===== config.mk =====
export PLATFORM = sky130hd
export DESIGN_NAME = mbd_reduce
export DESIGN_NICKNAME = d
export VERILOG_FILES = /design/src/rtl/mbd_pkg.sv /design/src/rtl/mbd_reduce.sv
export SDC_FILE = /design/constraint.sdc
export NUM_CORES = 1
export LEC_CHECK = 0
export BUFFER_PORTS_ARGS = -buffer_cell sky130_fd_sc_hd__clkbuf_2
export CAP_MARGIN = 0
export CORE_ASPECT_RATIO = 0.6
export CORE_MARGIN = 2
export CORE_UTILIZATION = 52
export DETAILED_ROUTE_END_ITERATION = 7
export GPL_ROUTABILITY_DRIVEN = 0
export PLACE_DENSITY_LB_ADDON = 0.2
export REMOVE_ABC_BUFFERS = 1
export SYNTH_ARGS = -nofsm -noshare
export SYNTH_HDL_FRONTEND = slang
export SYNTH_SLANG_ARGS = --single-unit
export TNS_END_PERCENT = 10

===== constraint.sdc =====
create_clock -name clk -period 4.3 [get_ports clk]
set_input_delay 0.215 -clock clk [delete_from_list [all_inputs] [get_ports clk]]
set_output_delay 0.215 -clock clk [all_outputs]
set_load 0.02 [all_outputs]

===== src/rtl/mbd_pkg.sv =====
// ----------------------------------------------------------------------------
// mbd_pkg
// Shared types, constants and the per-channel pair average for the mip level
// box downsampler.
// ----------------------------------------------------------------------------
package mbd_pkg;

	localparam int PIXEL_W             = 32;
	localparam int DIM_W               = 12;
	localparam int ROW_W               = 11;
	localparam int HEIGHT_LIMIT        = 2048;
	localparam int DIM_RESET           = 2048;
	localparam int MAX_LEVEL_WIDTH_DEF = 2048;
	localparam int CFG_INDEX_W         = 2;

	typedef enum logic [CFG_INDEX_W-1:0] {
		REG_SOURCE_WIDTH  = 2'd0,
		REG_SOURCE_HEIGHT = 2'd1
	} cfg_reg_t;

	// per-beat control from the scan logic
	typedef struct packed {
		logic wr;        // store the pair average in the line store
		logic mem_res;   // result is line store entry averaged with the pair
		logic pair_res;  // result is the pair average alone
		logic done;      // last pixel of the produced level
	} mbd_ctl_t;

	function automatic logic [PIXEL_W-1:0] avg_pair(input logic [PIXEL_W-1:0] a,
		input logic [PIXEL_W-1:0] b);
		logic [PIXEL_W-1:0] r;
		logic [8:0]         s;
		r = '0;
		for (int i = 0; i < PIXEL_W / 8; i++) begin
			s = {1'b0, a[i*8 +: 8]} + {1'b0, b[i*8 +: 8]};
			r[i*8 +: 8] = s[8:1];
		end
		return r;
	endfunction

endpackage


===== src/rtl/mbd_reduce.sv =====
// ----------------------------------------------------------------------------
// mbd_reduce
// Stage register beside the line store read and the result register with the
// final vertical average or the pair average alone.
// ----------------------------------------------------------------------------
module mbd_reduce (
	input  logic                        clk,
	input  logic                        arst_n,
	input  logic                        en,
	input  logic                        accept,
	input  mbd_pkg::mbd_ctl_t           ctl,
	input  logic [mbd_pkg::PIXEL_W-1:0] pair_avg,
	input  logic [mbd_pkg::PIXEL_W-1:0] line_data,
	output logic                        result_valid,
	output logic [mbd_pkg::PIXEL_W-1:0] reduced_pixel,
	output logic                        level_done
);
	import mbd_pkg::*;

	logic               valid_s1, mem_res_s1, done_s1;
	logic [PIXEL_W-1:0] pair_s1;
	logic [PIXEL_W-1:0] result;
	logic               valid_q, done_q;
	logic [PIXEL_W-1:0] pixel_q;

	assign result = mem_res_s1 ? avg_pair(line_data, pair_s1) : pair_s1;

	always_ff @(posedge clk or negedge arst_n) begin
		if (!arst_n) begin
			valid_s1 <= 1'b0;
			valid_q  <= 1'b0;
		end else if (en) begin
			valid_s1 <= accept && (ctl.mem_res || ctl.pair_res);
			valid_q  <= valid_s1;
		end
	end

	always_ff @(posedge clk) begin
		if (en) begin
			mem_res_s1 <= ctl.mem_res;
			done_s1    <= ctl.done;
			pair_s1    <= pair_avg;
			pixel_q    <= result;
			done_q     <= done_s1;
		end
	end

	assign result_valid  = valid_q;
	assign reduced_pixel = pixel_q;
	assign level_done    = done_q;

`ifndef SYNTHESIS
	a_result_enters: assert property (@(posedge clk) disable iff (!arst_n)
		en && accept && (ctl.mem_res || ctl.pair_res) |=> valid_s1)
		else $error("result beat lost entering stage 1");
	a_result_moves: assert property (@(posedge clk) disable iff (!arst_n)
		en && valid_s1 |=> valid_q)
		else $error("result beat lost leaving stage 1");
`endif

endmodule


==> reports/results.ini, run 1 <==
[status]
status = complete, but fails checks
failed_checks = design-rule violations

[yosys]
synth_common_cells = 67 x edfxtp_1, 28 x ha_1, 26 x a21oi_1
synth_area_mm2 = 0.00371
synth_top_area_frac = 0.542
ys_types = 40
ys_seq_area_frac = 0.555
ys.flop_type = edfxtp_1
synth_area_leaders = edfxtp_1 54%, ha_1 9.4%, a21oi_1 3.5%
ys_seq_elements = 69
yosysMostFrequentCell = edfxtp_1
yosysTopAreaCell = edfxtp_1
synth_cells = 300
synth_area_per_cell_um2 = 12.4
synthArstFlopShare = 0.0290
synth_edf_count = 67
yosysWarnings = 0

[placement]
dp_hpwl_um = 5580
dpl-instance-area_mm2 = 0.00432
io_buffers = 104

[timing]
tightest_slew_ps = 903
setup_viol = 0
slew_headroom = 0.398
whs_ps = 53.1
slew_violations = 0
final_hold_viol_count = 0
skew_ps = 5.29
tns_ps = 0
timing.final.crit_share = 0.506
fin_crit_ps = 2180
max_freq_mhz = 459
rsz0062_at_grt = false

[die]
ios = 106
core.rowCount = 23
die_h_um = 69.5
start_util = 0.547
dieArea_mm2 = 0.00786
die_w_um = 113
core_mm2 = 0.00679

[detailed_routing]
drc = 8
postRouteAntennaNets = 0
drt_wl_total_um = 7370
num_vias = 2747
dr_wl_met2_um = 3390
vias_per_cell = 5.47
wl_per_cell_um = 14.7
firstDrtPassIters = 6
met1_length_um = 3280
routed.top_layer = met4
drt_iter0_drc = 159
dr_wl_met3_um = 600

[clock_network]
cts_resized = 0
cts_root_buffer = clkbuf_16
clk_pin_slew_ps = 50
clock_sinks = 69
clk_path_buf_depth = 2
cts_tree = yes
clock_latency_ps = 330
post_cts_buffers = 0
cts_htree_levels = 3
cts_buffers = 9

[grt]
grt_pass1_wl_um = 12500
grt_pass1_vias = 2656
grt_max_degree = 47
antenna_found_initial = 0
grt_overflow = 0
grtUsageTotal = 0.208

[pwr]
power.share.clock = 0.342
power.leakage_nw = 1.98
p_switching_mw = 0.509
p_int_mw = 1.40
power_mw = 1.90
ir_worst_vdd_mv = 0.334
switching_share = 0.267
pwr-share-seq = 0.447
p_comb_frac = 0.211
powerDensity_mw_per_mm2 = 415

[setup_path]
worst_r2r_path_depth = 6
critPathKind = reg -> reg
crit_path_start_kind = flip-flop
required_ps = 4370
cp-startpoint = pair_s1[0]$_DFFE_PP_
path_max_fanout = 3
cp.arrival_ps = 2250
crit_path_end_kind = flip-flop
r2r_start = pair_s1[0]$_DFFE_PP_

[final_layout]
antenna_cells = 0
fin_util = 0.675
drive_above_1_share = 0.313
fillers = 518
final_nets = 515
area_growth_pct = 23.4
fin_area_mm2 = 0.00459

[worst_hold_path]
hold_path.class = in -> reg
min_from = pair_avg[17]
min_path_cells = 1

[run]
cap_violations = 0

[cell type report]
type	instances	area (um2)	area share
Clock inverter	2	10.0	0.00218
Clock buffer	13	250	0.0546
Sequential cell	69	2060	0.450
Timing Repair Buffer	107	546	0.119
Inverter	9	33.8	0.00737
Multi-Input combinational cell	215	1580	0.344
Tap cell	87	109	0.0237
[worst max-delay path, stage by stage, from the launching register on]
cell,delay (ps)
edfxtp_1,410
and2_1,180
fa_1,410
a21o_1,220
a31oi_1,270
o21ai_1,110
a221o_1,330
[power groups by stage]
| stage | Sequential (mW) | Combinational, mW | Clock, mW |
|---|---|---|---|
| after floorplan | 0.916 | 0.211 | 0 |
| after global placement | 0.861 | 0.388 | 0 |
| after detailed placement | 0.865 | 0.400 | 0 |
| after CTS | 0.852 | 0.403 | 0.664 |
| after global routing | 0.858 | 0.449 | 0.695 |
| final | 0.851 | 0.403 | 0.651 |
[kinds of logic after synthesis]
| logic type | count (synthesis) | share of synthesized area |
|---|---|---|
| fa+ha+maj | 32 | 0.116 |
| mux | 11 | 0.0333 |
| buf+inv | 16 | 0.0209 |
| flops | 69 | 0.555 |
| simple gates | 84 | 0.114 |
| compound gates | 78 | 0.137 |
| xor+xnor | 10 | 0.0236 |
[layout by cell type (no fill, tap or decap), types with 9 or more instances in the layout]
cell / n
edfxtp_1: 67
mux2_2: 11
a21oi_1: 26
inv_1: 9
nor2_1: 18
clkbuf_16: 9
clkbuf_2: 103
nand2_1: 20
nor2b_1: 10
a21o_1: 12
ha_1: 28
[what timing repair did]
| item | 4_1_cts | 5_1_grt |
|---|---|---|
| endpoints found under the setup margin | 0 | 0 |
| hold endpoints to repair | 2 | 0 |
| hold buffers | 1 | 0 |
[state kept, by name (all words and copies together) (netlist names)]
register,flops
done_s1,1
reduced_pixel,32
result_valid,1
mem_res_s1,1
level_done,1
valid_s1,1
pair_s1,32
[layer usage]
metal	global-route usage	vias up
met3	0.0760	10
met1	0.271	1258
li1	-	1379
met5	0	-
met4	0.0732	0
met2	0.324	100
[through the flow]
| stage | cells | setup WS, ps |
|---|---|---|
| after CTS | 502 | 2130 |
| after detailed placement | 486 | 2150 |
| after global routing | 502 | 2040 |
| after global placement | 486 | 2180 |
| final | 502 | 2120 |
| after floorplan | 293 | 2020 |
[final timing paths]
kind | end | slack [ps]
setup reg to reg | reduced_pixel[7]$_DFFE_PP_ | 2120
hold / removal | pair_s1[17]$_DFFE_PP_ | 50
hold reg to reg | level_done$_DFFE_PP_ | 430
min in group asynchronous | result_valid$_DFFE_PN0P_ | 200
setup / recovery | reduced_pixel[7]$_DFFE_PP_ | 2120
max in group asynchronous | valid_s1$_DFFE_PN0P_ | 4000
Note: power is estimated with default switching activity, not from simulation.
==> inputs of run 2 (changes only) <==
CORE_UTILIZATION = 47   (was 52)
clock period = 1.8 ns   (was 4.3 ns; I/O delays follow)
==> reports/results.ini, run 2 (synthesized netlist as in run 1, its figures left out) <==
[final_layout]
drive_above_1_share = 0.383  ; +0.0699
final_cell_mix = 103 x clkbuf_2, 67 x edfxtp_1, 35 x dlygate4sd3_1, 27 x ha_1, 25 x buf_4
final_nets = 574  ; +11%
fin_area_mm2 = 0.00536  ; +17%
area_growth_pct = 44.3
fin_util = 0.691  ; +0.0156
antenna_cells = 0  ; unchanged
final_common_cell = clkbuf_2

[timing]
setup_viol = 9  ; +9
skew_ps = 6.12  ; +0.829 ps
tns_ps = -647  ; -647 ps
timing.final.crit_share = 1.11  ; +0.603
tightest_slew_ps = 340  ; -564 ps
rsz0062_at_grt = true
layout_setup_ws_ps = -196  ; -2320 ps
slew_headroom = 0.772  ; +0.374
fin_crit_ps = 2000  ; -180 ps
final_hold_viol_count = 0  ; unchanged
max_freq_mhz = 501  ; +9.0%
slew_violations = 0  ; unchanged

[pwr]
p_switching_mw = 1.37  ; +170%
pwr-share-seq = 0.395  ; -0.052
p_comb_frac = 0.232  ; +0.021
switching_share = 0.267  ; about the same
power.share.clock = 0.374  ; +0.032
p_int_mw = 3.77  ; +170%
powerDensity_mw_per_mm2 = 960  ; +130%
power.leakage_nw = 2.29  ; +16%
ir_worst_vdd_mv = 0.544  ; +63%

[setup_path]
cp_slowest_cell = edfxtp_1
path_max_fanout = 2  ; -1
crit_path_end_kind = flip-flop
r2r_start = pair_s1[0]$_DFFE_PP_
cp_cell_sequence = and2_4, fa_2, a21o_1, a31oi_2, o21ai_1, a221o_1
critPathKind = reg -> reg
crit_path_start_kind = flip-flop
cp.arrival_ps = 2080  ; -170 ps
r2r_slack_ps = -200  ; -2320 ps
critPathMaxStageDelay_ps = 400  ; about the same
r2r_end = reduced_pixel[7]$_DFFE_PP_
required_ps = 1880  ; -2490 ps
worst_r2r_path_depth = 6  ; unchanged

[clock_network]
clock_latency_ps = 340  ; about the same
cts_buffers = 9  ; unchanged
cts_root_buffer = clkbuf_16
cts_tree = yes
clk_path_buf_depth = 2  ; unchanged
clock_sinks = 69  ; unchanged
cts_htree_levels = 3  ; unchanged
clk_pin_slew_ps = 60  ; about the same

[detailed_routing]
vias_per_cell = 5.19  ; -5.2%
postRouteAntennaNets = 0  ; unchanged
drt_iter0_drc = 186  ; +17%
wl_per_cell_um = 15.1  ; +2.9%
drt_wl_total_um = 8810  ; +20%
drc = 0  ; -8
num_vias = 3024  ; +10%
firstDrtPassIters = 4  ; -2

[grt]
grt_pass1_wl_um = 13400  ; +6.6%
antenna_found_initial = 0  ; unchanged
grt_max_degree = 53  ; +13%
grt_overflow = 0  ; unchanged
grtUsageTotal = 0.202  ; -0.00581
grt_pass1_vias = 2833  ; +6.7%

[worst_hold_path]
min_path_cells = 3  ; +2
hold_path.class = in -> reg
min_to = valid_s1$_DFFE_PN0P_
min_from = accept

[placement]
dp_hpwl_um = 5790  ; +3.8%
io_buffers = 104  ; unchanged
dp_worst_setup_slack_ps = -245  ; -2390 ps
dpl-instance-area_mm2 = 0.00454  ; +5.2%

[die]
dieArea_mm2 = 0.00865  ; +10%
die_w_um = 119  ; +5.0%
core.rowCount = 25  ; +8.7%
start_util = 0.479  ; -0.0681
core_mm2 = 0.00776  ; +14%
die_h_um = 72.9  ; +4.9%
ios = 106  ; unchanged

[status]
status = complete, but fails checks
failed_checks = negative setup slack

[run]
cap_violations = 0  ; unchanged

-- run 2: cell types whose count changed in the layout (fill, tap and decap cells not counted), moves of 3 or more --
| cell | before | now |
|---|---|---|
| dlygate4sd3_1 | 1 | 35 |
| buf_4 | 2 | 25 |
| a21oi_1 | 26 | 17 |
| a21oi_2 | 0 | 8 |
| a31oi_1 | 4 | 1 |
| and2_1 | 6 | 3 |
| and2_4 | 0 | 3 |
| clkbuf_1 | 3 | 0 |
| fa_1 | 4 | 1 |
| fa_2 | 0 | 3 |
-- run 2: worst max-delay path by stage --
| stage | from | to | cells past startpoint | slack (ps) |
|---|---|---|---|---|
| final | pair_s1[0]$_DFFE_PP_ | reduced_pixel[7]$_DFFE_PP_ | 6 | -200 |
| after global placement | pair_s1[0]$_DFFE_PP_ | reduced_pixel[7]$_DFFE_PP_ | 6 | -180 |
| after floorplan | mem_res_s1$_DFFE_PP_ | reduced_pixel[5]$_DFFE_PP_ | 3 | -480 |
| after global routing | pair_s1[0]$_DFFE_PP_ | reduced_pixel[7]$_DFFE_PP_ | 6 | -250 |
| after detailed placement | pair_s1[0]$_DFFE_PP_ | reduced_pixel[7]$_DFFE_PP_ | 6 | -240 |
| after CTS | pair_s1[0]$_DFFE_PP_ | reduced_pixel[7]$_DFFE_PP_ | 6 | -200 |
-- run 2: stage by stage --
stage / cells / total power, mW / hold slack (ps)
floorplan: 293 / 2.69 / -206
CTS: 583 / 5.12 / 31.8
global placement: 530 / 3.07 / -125
detailed placement: 530 / 3.09 / -121
global route: 583 / 5.35 / 61.7
finish: 583 / 5.14 / 29.0
-- run 2: layer usage --
metal  up-vias  track usage  wire (um)
met4         0       0.0688        137
met2       123        0.331       4100
met5         -            0          0
li1       1502            -          -
met3        15       0.0766        633
met1      1384        0.251       3940
-- run 2: layout make-up --
cell class	count	area [um2]
clock buffers	10	239
clock inverters	6	86.3
fillers	583	2400
inverters	9	37.5
multi-input cells	215	1700
flip-flops and latches	69	2060
well taps	108	135
repair buffers	166	1100
-- run 2: worst max-delay path, delay by kind of cell (launching register included) --
| family | cells | cell delay [ps] |
|---|---|---|
| AO/OA/AOI/OAI | 4 | 840 |
| adder cells (fa/ha/maj) | 1 | 350 |
| AND/OR/NAND/NOR | 1 | 160 |
| flip-flops | 1 | 400 |
-- run 2: what timing repair did --
action	4_1_cts	5_1_grt
setup endpoints to repair	16	23
resized for setup	14	12
buffers inserted	2	0
hold buffers	35	0
hold endpoints to repair	36	0
pin swaps	9	8
-- run 2: power groups by stage --
stage	clock network, mW	logic [mW]	registers, mW
2_1_floorplan	0	0.504	2.19
3_3_place_gp	0	1.01	2.06
3_5_place_dp	0	1.03	2.06
4_1_cts	1.94	1.15	2.03
5_1_grt	2.01	1.30	2.04
6_report	1.92	1.19	2.03
