File: src/rtl/mbd_pkg.sv
// ----------------------------------------------------------------------------
// mbd_pkg
// Shared types, constants and the per-channel pair average for the mip level
// box downsampler.
// ----------------------------------------------------------------------------
package mbd_pkg;

	localparam int PIXEL_W             = 32;
	localparam int DIM_W               = 12;
	localparam int ROW_W               = 11;
	localparam int HEIGHT_LIMIT        = 2048;
	localparam int DIM_RESET           = 2048;
	localparam int MAX_LEVEL_WIDTH_DEF = 2048;
	localparam int CFG_INDEX_W         = 2;

	typedef enum logic [CFG_INDEX_W-1:0] {
		REG_SOURCE_WIDTH  = 2'd0,
		REG_SOURCE_HEIGHT = 2'd1
	} cfg_reg_t;

	// per-beat control from the scan logic
	typedef struct packed {
		logic wr;        // store the pair average in the line store
		logic mem_res;   // result is line store entry averaged with the pair
		logic pair_res;  // result is the pair average alone
		logic done;      // last pixel of the produced level
	} mbd_ctl_t;

	function automatic logic [PIXEL_W-1:0] avg_pair(input logic [PIXEL_W-1:0] a,
		input logic [PIXEL_W-1:0] b);
		logic [PIXEL_W-1:0] r;
		logic [8:0]         s;
		r = '0;
		for (int i = 0; i < PIXEL_W / 8; i++) begin
			s = {1'b0, a[i*8 +: 8]} + {1'b0, b[i*8 +: 8]};
			r[i*8 +: 8] = s[8:1];
		end
		return r;
	endfunction

endpackage

File: src/rtl/mbd_scan.sv
// ----------------------------------------------------------------------------
// mbd_scan
// Size registers, column/row counters, held first pixel of each pair and the pair average;
// decodes what each accepted beat does.
// ----------------------------------------------------------------------------
module mbd_scan #(
	parameter int MAX_LEVEL_WIDTH = mbd_pkg::MAX_LEVEL_WIDTH_DEF,
	parameter int LINE_DEPTH      = mbd_pkg::MAX_LEVEL_WIDTH_DEF / 2,
	parameter int AW              = 10
) (
	input  logic                             clk,
	input  logic                             arst_n,
	input  logic                             cfg_we,
	input  logic [mbd_pkg::CFG_INDEX_W-1:0]  cfg_index,
	input  logic [mbd_pkg::DIM_W-1:0]        cfg_wdata,
	input  logic                             accept,
	input  logic [mbd_pkg::PIXEL_W-1:0]      source_pixel,
	output mbd_pkg::mbd_ctl_t                ctl,
	output logic [AW-1:0]                    line_addr,
	output logic [mbd_pkg::PIXEL_W-1:0]      pair_avg
);
	import mbd_pkg::*;

	localparam int WCAP = (MAX_LEVEL_WIDTH < (1 << DIM_W) - 1) ?
		MAX_LEVEL_WIDTH : (1 << DIM_W) - 1;
	localparam int CW   = ($clog2(WCAP) < 2) ? 2 : $clog2(WCAP);

	logic [DIM_W-1:0]   width_q, height_q;
	logic [DIM_W-1:0]   w_eff, h_eff;
	logic [DIM_W-1:0]   w_half_m1, h_half_m1;
	logic [CW-1:0]      col_q;
	logic [ROW_W-1:0]   row_q;
	logic [PIXEL_W-1:0] held_q;
	logic [DIM_W:0]     col_next, row_next;
	logic               col_wrap, row_wrap;
	logic [CW-2:0]      idx;
	logic               in_range;
	logic               m2d, mcol, mrow;
	logic               c_odd, r_odd;
	logic               cidx_last, ridx_last;

	always_comb begin
		w_eff = width_q;
		if (width_q == '0) begin
			w_eff = DIM_W'(1);
		end else if (width_q > DIM_W'(WCAP)) begin
			w_eff = DIM_W'(WCAP);
		end
		h_eff = height_q;
		if (height_q == '0) begin
			h_eff = DIM_W'(1);
		end else if (height_q > DIM_W'(HEIGHT_LIMIT)) begin
			h_eff = DIM_W'(HEIGHT_LIMIT);
		end
	end

	assign w_half_m1 = (w_eff >> 1) - DIM_W'(1);
	assign h_half_m1 = (h_eff >> 1) - DIM_W'(1);

	assign col_next = (DIM_W + 1)'(col_q) + (DIM_W + 1)'(1);
	assign row_next = (DIM_W + 1)'(row_q) + (DIM_W + 1)'(1);
	assign col_wrap = col_next >= {1'b0, w_eff};
	assign row_wrap = row_next >= {1'b0, h_eff};

	assign idx      = col_q[CW-1:1];
	assign in_range = int'(idx) < LINE_DEPTH;
	assign line_addr = AW'(idx);

	assign c_odd = col_q[0];
	assign r_odd = row_q[0];
	assign m2d   = (w_eff >= DIM_W'(2)) && (h_eff >= DIM_W'(2));
	assign mcol  = (w_eff == DIM_W'(1)) && (h_eff >= DIM_W'(2));
	assign mrow  = (h_eff == DIM_W'(1)) && (w_eff >= DIM_W'(2));

	assign cidx_last = DIM_W'(idx) == w_half_m1;
	assign ridx_last = DIM_W'(row_q[ROW_W-1:1]) == h_half_m1;

	assign pair_avg = avg_pair(held_q, source_pixel);

	always_comb begin
		ctl.wr       = m2d && c_odd && !r_odd && in_range;
		ctl.mem_res  = m2d && c_odd && r_odd && in_range;
		ctl.pair_res = (mcol && r_odd) || (mrow && c_odd);
		if (m2d) begin
			ctl.done = cidx_last && ridx_last;
		end else if (mcol) begin
			ctl.done = ridx_last;
		end else begin
			ctl.done = cidx_last;
		end
	end

	always_ff @(posedge clk or negedge arst_n) begin
		if (!arst_n) begin
			width_q  <= DIM_W'(DIM_RESET);
			height_q <= DIM_W'(DIM_RESET);
			col_q    <= '0;
			row_q    <= '0;
			held_q   <= '0;
		end else if (cfg_we) begin
			case (cfg_reg_t'(cfg_index))
				REG_SOURCE_WIDTH: begin
					width_q <= cfg_wdata;
					col_q   <= '0;
					row_q   <= '0;
				end
				REG_SOURCE_HEIGHT: begin
					height_q <= cfg_wdata;
					col_q    <= '0;
					row_q    <= '0;
				end
				default: begin
				end
			endcase
		end else if (accept) begin
			if (((m2d || mrow) && !c_odd) || (mcol && !r_odd)) begin
				held_q <= source_pixel;
			end
			if (col_wrap) begin
				col_q <= '0;
				row_q <= row_wrap ? '0 : row_next[ROW_W-1:0];
			end else begin
				col_q <= col_next[CW-1:0];
			end
		end
	end

`ifndef SYNTHESIS
	a_col_in_level: assert property (@(posedge clk) disable iff (!arst_n)
		(DIM_W + 1)'(col_q) < {1'b0, w_eff})
		else $error("column counter beyond level width");
	a_row_in_level: assert property (@(posedge clk) disable iff (!arst_n)
		(DIM_W + 1)'(row_q) < {1'b0, h_eff})
		else $error("row counter beyond level height");
	a_one_action: assert property (@(posedge clk) disable iff (!arst_n)
		$onehot0({ctl.wr, ctl.mem_res, ctl.pair_res}))
		else $error("beat decoded to more than one action");
`endif

endmodule

File: config.mk
export PLATFORM = sky130hd
export DESIGN_NAME = mbd_scan
export DESIGN_NICKNAME = d
export VERILOG_FILES = /design/src/rtl/mbd_pkg.sv /design/src/rtl/mbd_scan.sv
export SDC_FILE = /design/constraint.sdc
export NUM_CORES = 1
export LEC_CHECK = 0
export BUFFER_PORTS_ARGS = -buffer_cell sky130_fd_sc_hd__buf_2
export CORE_UTILIZATION = 47
export DETAILED_ROUTE_END_ITERATION = 16
export GPL_TIMING_DRIVEN = 0
export PLACE_DENSITY = 0.78
export SLEW_MARGIN = 20
export SYNTH_ARGS = -nofsm -noshare
export SYNTH_HDL_FRONTEND = slang
export SYNTH_SLANG_ARGS = --single-unit
File: constraint.sdc
create_clock -name clk -period 5.5 [get_ports clk]
set_clock_uncertainty 0.1 [all_clocks]
set_input_delay 0.825 -clock clk [delete_from_list [all_inputs] [get_ports clk]]
set_output_delay 0.825 -clock clk [all_outputs]
set_load 0.02 [all_outputs]
==> results of run 1 <==
## placed cells by master, fill, tap and decap left out, drive strengths merged, types with 31 or more instances in the layout
cell / instances
buf: 110
dfrtp: 76
nand2: 69
ha: 56
mux2: 52
xnor2: 42
inv: 36
nor2: 35
o21ai: 34
clkbuf: 31
## sequential cells by signal, summed over array words and instances, names as in the netlist
register and cells:
col_q 11, width_q 12, row_q 11, held_q 32, height_q 12
## how the worst max path moves through the flow
stage,start,endpoint,slack [ns],depth (start not counted)
3_5_place_dp,height_q[11],ctl[0],1.42,12
5_1_grt,width_q[11],ctl[0],0.69,13
4_1_cts,height_q[11],ctl[0],1.03,12
2_1_floorplan,height_q[11],ctl[0],2.00,11
6_report,height_q[11],ctl[0],1.00,12
3_3_place_gp,height_q[11],ctl[0],1.43,12
## power groups by stage
stage                     combinational [mW]  sequential, mW  clock (mW)
after floorplan                        0.916           0.779           0
after detailed placement                1.22           0.814           0
after CTS                               1.23           0.804       0.631
final                                   1.22           0.805       0.613
after global placement                  1.19           0.804           0
after global routing                    1.37           0.822       0.651
## kinds of logic after synthesis
| family | share of synthesized area |
|---|---|
| AOI/OAI and AO/OA | 0.124 |
| buffers and inverters | 0.0503 |
| DFF | 0.326 |
| adders and majority gates | 0.130 |
| and+or+nand+nor | 0.176 |
| muxes | 0.106 |
| xor gates and xnor gates | 0.0876 |
## layer usage
layer | global-route usage | up-vias | part of all wire
met5 | 0 | - | 0
met4 | 0.0658 | 0 | 0.014
met3 | 0.0416 | 19 | 0.052
met2 | 0.355 | 141 | 0.47
met1 | 0.264 | 2330 | 0.46
li1 | - | 2476 | -
## through the flow
step | hold slack, ns | util | std cells | area [sq um] | power [mW]
finish | 0.334 | 0.575 | 928 | 7020 | 2.64
detailed placement | 0.400 | 0.550 | 912 | 6720 | 2.03
global route | 0.371 | 0.575 | 928 | 7020 | 2.84
floorplan | 0.384 | - | 648 | 6000 | 1.69
CTS | 0.343 | 0.575 | 928 | 7020 | 2.66
global placement | 0.391 | 0.547 | 911 | 6690 | 1.99
## final cells by class
class | count | area [sq um] | area share
clock inverter | 5 | 56.3 | 0.00802
tap | 168 | 210 | 0.0299
buffer | 34 | 170 | 0.0242
timing repair buffer | 96 | 505 | 0.0720
multi-input combinational | 501 | 3740 | 0.533
inverter | 35 | 131 | 0.0187
clock buffer | 11 | 253 | 0.0360
sequential | 78 | 1950 | 0.278
## critical path: cells and delay by family (launching register included)
family,cells,cell delay [ns]
adders and majority gates,1,0.32
DFF,1,0.39
AOI/OAI and AO/OA,3,0.47
buffers and inverters,3,0.62
and+or+nand+nor,5,1.41
==> flow_metrics.py, run 1 <==
metrics = {
    "timing": {
        "max_freq_ghz": 0.222,
        "worst_slew_pin_slew_ns": 0.686,
        "setup_viol": 0,
        "rsz0062_at_grt": "no",
        "relSlewSlack": 0.541,
        "fin_tns_setup_ns": 0,
        "finalHoldViolations": 0,
        "finalWorstSetupSlack_ns": 1.00,
        "maxSlewViolCount": 0,
        "period_needed_ns": 4.50,
        "final.period_utilization": 0.818,
    },
    "grt": {
        "grt_max_degree": 45,
        "antenna_found_initial": 0,
        "grt_use_total": 0.208,
        "first_global_vias": 4712,
        "overflow": 0,
        "grt_pass1_wl_microns": 21700,
    },
    "pwr": {
        "p_switching_mw": 1.04,
        "comb_power_share": 0.462,
        "p_leak_nw": 3.42,
        "vdd_drop_max_mv": 0.260,
        "switching_share": 0.393,
        "pwr_density_cell_nw_per_um2": 375,
        "clkPwrFrac": 0.233,
        "p_seq_frac": 0.305,
        "internal_power_mw": 1.60,
    },
    "yosys": {
        "synth_nets": 758,
        "synth_top_area_share": 0.317,
        "syn-mean-instance-area_sq_um": 9.26,
        "synth_most_common_cell": "dfrtp_1",
        "synth_seq_cells": 78,
        "synth_area_leaders": "dfrtp_1 (32%), ha_1 (12%), mux2_2 (9.8%)",
        "synth_ff_type": "dfrtp_1",
        "synth_edf_count": 0,
        "synth_common_cells": "dfrtp_1 (76), nand2_1 (69), ha_1 (56), mux2_2 (52), xnor2_1 (42)",
        "seq_area_frac_synth": 0.326,
        "yosysUniqueCellTypes": 56,
        "async_reset_ff_frac": 1.00,
        "syn_inst": 648,
        "yosysWarningCount": 0,
        "synth_largest_area_cell": "dfrtp_1",
        "synth.cell_area_sq_um": 6000,
    },
    "run": {
        "drv_cap": 0,
    },
    "floorplan": {
        "io_pins": 96,
        "num_rows": 40,
        "die_w_microns": 115,
        "die_y_microns": 115,
        "start_util": 0.491,
        "die-area_sq_um": 13200,
        "coreArea_sq_um": 12200,
    },
    "cts": {
        "clkSlewWorstSetupHoldPaths_ns": 0.06,
        "cts_resized": 0,
        "postCtsSetupRepairBufs": 0,
        "numClockSinks": 78,
        "clock_path_buffers": 2,
        "clockRootBuffer": "clkbuf_16",
        "clk_latency_ns": 0.34,
        "holdBufCountCts": 0,
        "cts_tree": "yes",
        "cts-buffers-inserted": 9,
        "htree_levels": 3,
    },
    "setup_path": {
        "r2r_end": "row_q[3]",
        "cpMostUsedCell": "nor4_1",
        "worst_setup_path_start_kind": "flip-flop",
        "crit_arrival_ns": 3.57,
        "crit_path_max_fanout": 10,
        "end_kind": "primary output",
        "worstSetupPathType": "reg2out",
        "cpPeakStageDelay_ns": 0.40,
        "reg2regPathDepth": 12,
        "reg2reg_from": "width_q[4]",
        "r2r_setup_slack_ns": 2.01,
        "crit_path_cell_trace": "inv_1, clkbuf_1, nand2_1, ha_1, nand2b_1, a32oi_1, nor4_1, o2111ai_1, or4_1, nor4_1, o22a_1, buf_2",
        "slowest_stage": "or4_1",
        "cp.required_ns": 4.58,
    },
    "final_layout": {
        "drive_above_1_share": 0.257,
        "syn_to_final_growth_pct": 17.1,
        "antenna_cells": 0,
        "final_nets": 865,
        "num-fill-cells": 1112,
    },
    "route": {
        "drt_iter0_drc": 265,
        "vias_per_cell": 5.35,
        "dr_total_vias": 4966,
        "drc": 0,
        "dr.pass1.iters": 5,
        "totalWireLength_microns": 13000,
        "drtAntennaViolNets": 0,
        "wl_per_cell_microns": 14.0,
    },
    "placement": {
        "globalplace.congestion": 0.938,
        "dp_slack_ns": 1.42,
        "post-dp-hpwl_microns": 10300,
        "port_buffers": 95,
    },
    "worst_hold_path": {
        "hold_class": "in2async",
    },
    "outcome": {
        "outcome": "finished clean",
    },
}
Note: power is estimated with default switching activity, not from simulation.
==> run 2, diff against run 1 <==
Settings changed: PLACE_DENSITY 0.78 to 0.81.
Clock period 5.5 ns to 3.9 ns, I/O delays scaled along.
==> flow_metrics.py, run 2 (synthesis gave the netlist of run 1 again) <==
metrics = {
    "run": {
        "drv_cap": 0,
    },
    "timing": {
        "max_freq_ghz": 0.261,
        "final.period_utilization": 0.981,
        "worst_slew_pin_slew_ns": 0.650,
        "period_needed_ns": 3.83,
        "setup_viol": 0,
        "fin_tns_setup_ns": 0,
        "whs_ns": 0.0964,
        "relSlewSlack": 0.565,
        "finalHoldViolations": 0,
        "maxSlewViolCount": 0,
    },
    "grt": {
        "grt_max_degree": 46,
        "grt_pass1_wl_microns": 21000,
        "antenna_found_initial": 0,
        "overflow": 0,
        "grt_use_total": 0.201,
        "first_global_vias": 4596,
    },
    "route": {
        "drtAntennaViolNets": 0,
        "drt_iter0_drc": 255,
        "dr.pass1.iters": 6,
        "wl_per_cell_microns": 13.8,
        "totalWireLength_microns": 12800,
        "vias_per_cell": 5.30,
        "drc": 0,
        "dr_total_vias": 4920,
    },
    "cts": {
        "clock_path_buffers": 2,
        "clk_latency_ns": 0.35,
        "numClockSinks": 78,
        "cts-buffers-inserted": 9,
        "cts_tree": "yes",
        "clkSlewWorstSetupHoldPaths_ns": 0.06,
        "htree_levels": 3,
        "clockRootBuffer": "clkbuf_16",
    },
    "setup_path": {
        "cpPeakStageDelay_ns": 0.57,
        "worst_setup_path_start_kind": "flip-flop",
        "cp.required_ns": 3.21,
        "crit_path_max_fanout": 10,
        "crit_arrival_ns": 3.14,
        "worstSetupPathType": "reg2out",
        "r2r_end": "row_q[4]",
        "critPathBufInv": 3,
        "end_kind": "primary output",
        "slowest_stage": "dfstp_2",
        "crit_family": "simple AND/OR/NAND/NOR gates",
        "crit_path_cell_trace": "inv_2, buf_6, nand2_2, ha_4, xnor2_1, a21oi_1, nor4_1, o2111ai_1, or4_4, nor4_4, o22a_1, buf_4",
        "r2r_setup_slack_ns": 0.40,
        "reg2reg_from": "height_q[1]",
        "cp-startpoint": "height_q[11]",
        "reg2regPathDepth": 13,
    },
    "final_layout": {
        "mostFrequentLayoutCell": "buf_2",
        "drive_above_1_share": 0.272,
        "final_nets": 865,
        "syn_to_final_growth_pct": 17.7,
        "top_register": "held_q",
        "antenna_cells": 0,
        "num-fill-cells": 1073,
        "largest_reg_flops": 32,
        "reg_top3": "held_q x32, height_q x12, width_q x12",
        "ff_latch_area_sq_um": 1950,
        "layout_common_cells": "buf_2 (97), dfrtp_1 (76), nand2_1 (67), ha_1 (54), mux2_2 (52)",
        "multiInputGateArea_sq_um": 3800,
    },
    "placement": {
        "globalplace.congestion": 0.928,
        "post-dp-hpwl_microns": 9940,
        "port_buffers": 95,
    },
    "pwr": {
        "comb_power_share": 0.478,
        "switching_share": 0.404,
        "internal_power_mw": 2.17,
        "p_seq_frac": 0.313,
        "clkPwrFrac": 0.209,
        "p_leak_nw": 3.43,
        "vdd_drop_max_mv": 0.256,
        "p_switching_mw": 1.48,
        "pwr_density_cell_nw_per_um2": 517,
    },
    "floorplan": {
        "coreArea_sq_um": 12200,
        "num_rows": 40,
        "start_util": 0.491,
        "io_pins": 96,
        "die_y_microns": 115,
        "die_w_microns": 115,
        "die-area_sq_um": 13200,
    },
    "worst_hold_path": {
        "hold_class": "in2async",
    },
    "outcome": {
        "outcome": "finished clean",
    },
}
==> run 2: changes by cell type in the layout (fill, tap and decap cells not counted), moves of 2 or more <==
cell      delta
buf_4        +4
ha_1         -2
clkbuf_8     -2
nor4_1       -2
nand2_1      -2
clkbuf_1     -3
==> run 2: worst max path at each step <==
| stage | to | slack, ns | cells past startpoint |
|---|---|---|---|
| floorplan | ctl[0] | 0.64 | 11 |
| global placement | ctl[0] | 0.10 | 14 |
| detailed placement | ctl[0] | 0.04 | 14 |
| CTS | ctl[0] | 0.01 | 12 |
| global route | ctl[0] | -0.03 | 12 |
| finish | ctl[0] | 0.07 | 12 |
==> run 2: power groups by stage <==
stage          Combinational, mW  Clock [mW]  Sequential (mW)
5_1_grt                     1.95       0.810             1.17
4_1_cts                     1.73       0.783             1.14
6_report                    1.74       0.765             1.14
3_3_place_gp                1.67           0             1.14
3_5_place_dp                1.72           0             1.15
2_1_floorplan               1.29           0             1.10
==> run 2: timing repair <==
item | in CTS | in global routing
pin swaps | 0 | 5
gates resized for setup | 5 | 13
buffers inserted | 0 | 3
cloned | 0 | 0
setup endpoints to repair | 1 | 1
hold buffers | 0 | 0
==> run 2: area by class of cell <==
cell class,count,area share
Timing Repair Buffer,99,0.0752
Buffer,31,0.0236
Clock buffer,10,0.0324
Clock inverter,6,0.00549
Inverter,35,0.0186
Multi-Input combinational cell,501,0.538
Sequential cell,78,0.277
Tap cell,168,0.0298
==> run 2: stage by stage <==
step / power (mW) / setup slack, ns / std cells / utilization / instance area, sq um
2_1_floorplan: 2.39 / 0.635 / 648 / - / 6000
4_1_cts: 3.65 / 0.0111 / 926 / 0.573 / 7000
6_report: 3.65 / 0.0729 / 928 / 0.578 / 7060
3_3_place_gp: 2.81 / 0.104 / 911 / 0.547 / 6690
5_1_grt: 3.93 / -0.0266 / 928 / 0.578 / 7060
3_5_place_dp: 2.86 / 0.0352 / 912 / 0.550 / 6720
==> run 2: per-layer routing <==
layer  GRT usage  wire length [microns]  up-vias
met1       0.255                   5950     2296
met5           0                      0        -
met4      0.0736                    191        0
met3      0.0353                    669       13
met2       0.344                   5960      122
li1            -                      -     2489
